===== src/hw/rtl/dhlt_pkg.sv =====
// Shared constants, types and functions for the DH link transform.
package dhlt_pkg;

  localparam int CordicStages = 20;
  localparam int ZW = 28;   // residual angle width, units of 2^-24
  localparam int XW = 26;   // CORDIC x/y width

  localparam logic signed [XW-1:0] GainInv = 26'sd10188014;
  localparam logic signed [ZW-1:0] PiQ24 = 28'sd52707179;
  localparam logic signed [ZW-1:0] HalfPiQ24 = 28'sd26353589;

  localparam logic [1:0] RegOffset = 2'd0;
  localparam logic [1:0] RegLength = 2'd1;
  localparam logic [1:0] RegTwist = 2'd2;

  function automatic logic signed [ZW-1:0] atan_q24(input int i);
    logic signed [ZW-1:0] r;
    case (i)
      0: r = 28'sd13176795;
      1: r = 28'sd7778716;
      2: r = 28'sd4110060;
      3: r = 28'sd2086331;
      4: r = 28'sd1047214;
      5: r = 28'sd524117;
      6: r = 28'sd262123;
      7: r = 28'sd131069;
      default: r = ZW'(32'sd65536 >>> (i - 8));
    endcase
    return r;
  endfunction

  // CORDIC state for one angle
  typedef struct packed {
    logic signed [XW-1:0] x;
    logic signed [XW-1:0] y;
    logic signed [ZW-1:0] z;
    logic flip;
  } cordic_t;

  typedef struct packed {
    logic signed [15:0] c;
    logic signed [15:0] s;
  } trig_t;

  // round v/2^10 to nearest, clamp to +-1.0
  function automatic logic signed [15:0] round_q14(input logic signed [XW-1:0] v);
    logic signed [XW-1:0] r;
    r = (v + XW'(512)) >>> 10;
    if (r > XW'(16384)) return 16'sd16384;
    if (r < -XW'(16384)) return -16'sd16384;
    return r[15:0];
  endfunction

endpackage


===== src/hw/rtl/dhlt_products.sv =====
// Products of the trig values: multiply stage, then round/saturate stage.
module dhlt_products (
  input  logic clk,
  input  logic en,
  input  dhlt_pkg::trig_t tt,
  input  dhlt_pkg::trig_t ta,
  input  logic signed [15:0] len,
  input  logic signed [15:0] ofs,
  output logic [175:0] res
);
  logic signed [31:0] p_scs, p_ssa, p_cca, p_csa, p_lc, p_ls;
  dhlt_pkg::trig_t tt1, ta1;
  logic signed [15:0] ofs1;

  function automatic logic signed [15:0] rnd(input logic signed [31:0] p,
                                             input logic unit);
    logic signed [32:0] r;
    r = (33'(p) + 33'sd8192) >>> 14;
    if (unit) begin
      if (r > 33'sd16384) return 16'sd16384;
      if (r < -33'sd16384) return -16'sd16384;
    end else begin
      if (r > 33'sd32767) return 16'sd32767;
      if (r < -33'sd32768) return -16'sd32768;
    end
    return r[15:0];
  endfunction

  always_ff @(posedge clk) begin
    if (en) begin
      p_scs <= tt.s * ta.c;
      p_ssa <= tt.s * ta.s;
      p_cca <= tt.c * ta.c;
      p_csa <= tt.c * ta.s;
      p_lc <= len * tt.c;
      p_ls <= len * tt.s;
      tt1 <= tt;
      ta1 <= ta;
      ofs1 <= ofs;
    end
  end

  always_ff @(posedge clk) begin
    if (en) begin
      res <= {ofs1, rnd(p_ls, 1'b0), rnd(p_lc, 1'b0), ta1.c, ta1.s,
              -rnd(p_csa, 1'b1), rnd(p_cca, 1'b1), tt1.s, rnd(p_ssa, 1'b1),
              -rnd(p_scs, 1'b1), tt1.c};
    end
  end
endmodule


===== config.mk =====
export PLATFORM = sky130hd
export DESIGN_NAME = dhlt_products
export DESIGN_NICKNAME = d
export VERILOG_FILES = /design/src/hw/rtl/dhlt_pkg.sv /design/src/hw/rtl/dhlt_products.sv
export SDC_FILE = /design/constraint.sdc
export NUM_CORES = 2
export LEC_CHECK = 0
export ABC_CLOCK_PERIOD_IN_PS = 6100
export BUFFER_PORTS_ARGS = -buffer_cell sky130_fd_sc_hd__buf_2
export CORE_MARGIN = 5
export CORE_UTILIZATION = 59
export DETAILED_ROUTE_END_ITERATION = 16
export GPL_ROUTABILITY_DRIVEN = 1
export PLACE_DENSITY = 0.8
export SLEW_MARGIN = 10
export SYNTH_ARGS = -nofsm -noshare
export SYNTH_HDL_FRONTEND = slang
export SYNTH_SLANG_ARGS = --single-unit

===== constraint.sdc =====
create_clock -name clk -period 6.1 [get_ports clk]
set_clock_uncertainty 0.2 [all_clocks]
set_input_delay 0 -clock clk [delete_from_list [all_inputs] [get_ports clk]]
set_output_delay 0 -clock clk [all_outputs]
set_load 0.05 [all_outputs]

==> results.toml <==
[logic_synthesis]
yosysSeqAreaShare_pct = 15.55
synthFlopType = "sky130_fd_sc_hd__edfxtp_1"
synth_top_area_share_pct = 43.88
syn_area_um2 = 71440
post_synth_and_or_nand_nor_area_fraction_pct = 14.46
synth_area_leaders = "sky130_fd_sc_hd__fa_1, sky130_fd_sc_hd__edfxtp_1, sky130_fd_sc_hd__inv_1"
synth.mux.area_fraction_pct = 0.1033
synth-compound-area-share_pct = 3.503
ys_seq_elements = 370
synth-edff-count = 370
syn_inst = 7226
yosys.area_share.xor_xnor_pct = 3.077
synthDistinctLibCells = 75
synth_largest_area_cell = "sky130_fd_sc_hd__fa_1"
combinational_family_with_the_most_area_after_synthesis = "adder cells"
syn_avg_cell_area_um2 = 9.887
synth.net_count = 9372
postSynth.asyncResetShare_pct = 0
synth.yosys.warnings = 0
synthAdderAreaFrac_pct = 52.32

[drt]
via_per_inst = 5.334
number_of_nets_still_failing_antenna_checks_after_routing = 0
drt_pass_1_iters = 8
totalWireLength_um = 173300
route.vias.total = 50707
drt_iter0_drc = 2932
post-route-drc-count = 0
routed_wire_length_per_instance_um = 18.23

[grt]
grt_pass1_wl_um = 287300
globalRouteOverflowTotal = 0
groute.usage.overall_pct = 28.23
grt_antenna_before_repair = 22
grt_pass1_vias = 56606
grt_start_max_net_pins = 151

[critical_path]
worstSetupPathType = "in2reg"
data_arrival_critical_path_ns = 6.12
path_max_fanout = 10
critPathCaptureType = "flop"
cp_data_required_time_ns = 6.26
timing.critical_path.from_type = "input pin"

[sta]
report.final.slew_viol_count = 0
whs_ns = 0.06465
fin_crit_sh_pct = 97.76
final_hold_vios = 0
timing_worst_slew_pin_value_ns = 1.172
achievable-frequency_mhz = 167.7
fin_crit_ns = 5.963
setup_viol = 0
max_slew_margin_pct = 21.18

[floorplan]
fp-row-count = 127
top_level_ports = 274
die_width_um = 358.0
initial_utilization_pct = 59.47
core-area_um2 = 120100
die_h_um = 358.0
die_area_um2 = 128200

[layout]
drive_gt1_share_pct = 11.79
net_count_final = 9995
area_growth_pct = 13.10
finish.utilization_pct = 67.26
most-common-layout-cells = "sky130_fd_sc_hd__inv_1, sky130_fd_sc_hd__fa_1, sky130_fd_sc_hd__nand2_1"
most_common_cell_after_layout_fill_and_taps_aside = "sky130_fd_sc_hd__inv_1"
count_of_fill_cells_added_during_filler_insertion = 9008

[run]
max_cap_violations = 0

[placed_design]
placement.io_buffers = 273
final_wtd_congestion = 0.9239
dp.final_hpwl_um = 144400

[hold_path]
min_path_type = "in2reg"

[status]
status = "completed"

[clocking]
clkTransAtPathRegs_ns = 0.06
tritoncts.num_buffers = 45
count_of_clock_tree_sinks = 370
cts_max_path_buffers = 3
clock_tree.htree_level_count = 2
clk_latency_ns = 0.62
clk_root_buffer_cell = "sky130_fd_sc_hd__clkbuf_16"
tritoncts = "done"
[final cells by class]
type | instances | area (um^2) | area share, %
inverters | 1759 | 6603 | 8.171
well taps | 1612 | 2017 | 2.496
clock inverters | 33 | 494.2 | 0.6116
flip-flops and latches | 370 | 11110 | 13.75
repair buffers | 903 | 6733 | 8.332
multi-input cells | 4770 | 52630 | 65.14
clock buffers | 51 | 1191 | 1.474
diodes | 9 | 22.52 | 0.02787
[critical path, cell delays in order]
cell and delay, ns:
sky130_fd_sc_hd__clkbuf_4 0.21, sky130_fd_sc_hd__dlygate4sd3_1 0.61, sky130_fd_sc_hd__buf_4 0.15, sky130_fd_sc_hd__and2_1 0.17
sky130_fd_sc_hd__inv_1 0.07, sky130_fd_sc_hd__fa_1 0.53, sky130_fd_sc_hd__inv_1 0.08, sky130_fd_sc_hd__fa_1 0.58
sky130_fd_sc_hd__inv_2 0.08, sky130_fd_sc_hd__fa_1 0.50, sky130_fd_sc_hd__fa_1 0.57, sky130_fd_sc_hd__fa_1 0.43
sky130_fd_sc_hd__fa_1 0.49, sky130_fd_sc_hd__inv_1 0.04, sky130_fd_sc_hd__ha_1 0.31, sky130_fd_sc_hd__nand4_1 0.14
sky130_fd_sc_hd__a211oi_2 0.24, sky130_fd_sc_hd__o21ai_2 0.12, sky130_fd_sc_hd__a31oi_2 0.27, sky130_fd_sc_hd__a41o_1 0.29
sky130_fd_sc_hd__o31ai_1 0.11, sky130_fd_sc_hd__xnor2_1 0.13
[sequential cells by signal (all words and copies together), names as in the netlist]
name   cells
res      176
ta1       32
tt1       32
p_cca     19
p_csa     19
p_lc      19
p_ls      19
p_scs     19
p_ssa     19
ofs1      16
[logic make-up after synthesis]
family | after synthesis
buffers and inverters | 2086
adder cells (fa/ha/maj) | 2048
XOR/XNOR | 251
AND/OR/NAND/NOR | 2080
AO/OA/AOI/OAI | 384
multiplexers | 7
flip-flops | 370
[synthesized netlist by cell type, types with 4 or more instances]
master                      count
sky130_fd_sc_hd__nor3_1        55
sky130_fd_sc_hd__o311a_1        4
sky130_fd_sc_hd__a2111oi_0      4
sky130_fd_sc_hd__o21bai_1       6
sky130_fd_sc_hd__mux2i_1        4
sky130_fd_sc_hd__a21boi_0      11
sky130_fd_sc_hd__nand3_1       65
sky130_fd_sc_hd__o21ai_0       99
sky130_fd_sc_hd__and3_1        37
sky130_fd_sc_hd__xnor2_1      176
sky130_fd_sc_hd__clkbuf_1     313
sky130_fd_sc_hd__buf_1          5
sky130_fd_sc_hd__a21o_1        29
sky130_fd_sc_hd__fa_1        1566
sky130_fd_sc_hd__nor2b_1       20
sky130_fd_sc_hd__or3_1          7
sky130_fd_sc_hd__o22ai_1        6
sky130_fd_sc_hd__o31ai_1       16
sky130_fd_sc_hd__a21oi_1       90
sky130_fd_sc_hd__or4_1          4
sky130_fd_sc_hd__nor2_1       227
sky130_fd_sc_hd__and2_1       742
sky130_fd_sc_hd__o211ai_1       9
sky130_fd_sc_hd__nor3b_1        7
sky130_fd_sc_hd__xor2_1        75
sky130_fd_sc_hd__and4_1         4
sky130_fd_sc_hd__a211o_1        4
sky130_fd_sc_hd__or2_2          6
sky130_fd_sc_hd__nand4_1       27
sky130_fd_sc_hd__nand3b_1       5
sky130_fd_sc_hd__nor4_1        13
sky130_fd_sc_hd__a311oi_1       4
sky130_fd_sc_hd__nand2_1      810
sky130_fd_sc_hd__ha_1         482
sky130_fd_sc_hd__o21a_1        25
sky130_fd_sc_hd__a211oi_1       8
sky130_fd_sc_hd__a31oi_1       19
sky130_fd_sc_hd__buf_2          8
sky130_fd_sc_hd__edfxtp_1     370
sky130_fd_sc_hd__a32oi_1        4
sky130_fd_sc_hd__nand2b_1      43
sky130_fd_sc_hd__inv_1       1759
[worst paths after layout]
kind | startpoint | endpoint | slack (ns) | depth (start not counted)
worst max-delay path | ta[21] | p_scs[30] | 0.14 | 22
worst min register to register | ta1[18] | res[114] | 0.21 | 0
worst max register to register | p_csa[13] | res[84] | 1.41 | 12
worst min-delay path | tt[19] | tt1[19] | 0.06 | 3
[metrics by stage]
stage | instance area, um^2 | setup TNS, ns | setup slack (ns) | cells
3_3_place_gp | 77950 | -11.17 | -0.4185 | 9317
2_1_floorplan | 71520 | 0 | 0.003356 | 7226
3_5_place_dp | 77950 | -19.57 | -0.5407 | 9317
5_1_grt | 80790 | -0.05701 | -0.03464 | 9501
6_report | 80800 | 0 | 0.1369 | 9507
4_1_cts | 80580 | 0 | 0.006171 | 9496
[metal layers]
metal	GRT usage [%]	routed length [um]
met1	36.05	66220
met2	48.20	85350
met3	5.442	13910
met4	10.66	7664
met5	0	136
[repair_timing]
action                                  in CTS  in global routing
hold buffers                                95                  1
hold endpoints to repair                   182                  1
buffers inserted                             0                  2
endpoints found under the setup margin       0                 42
resized for setup                            0                 53
Power is not shown: default switching activity piles up to over one toggle a cycle in this logic, so the estimate is an artifact.
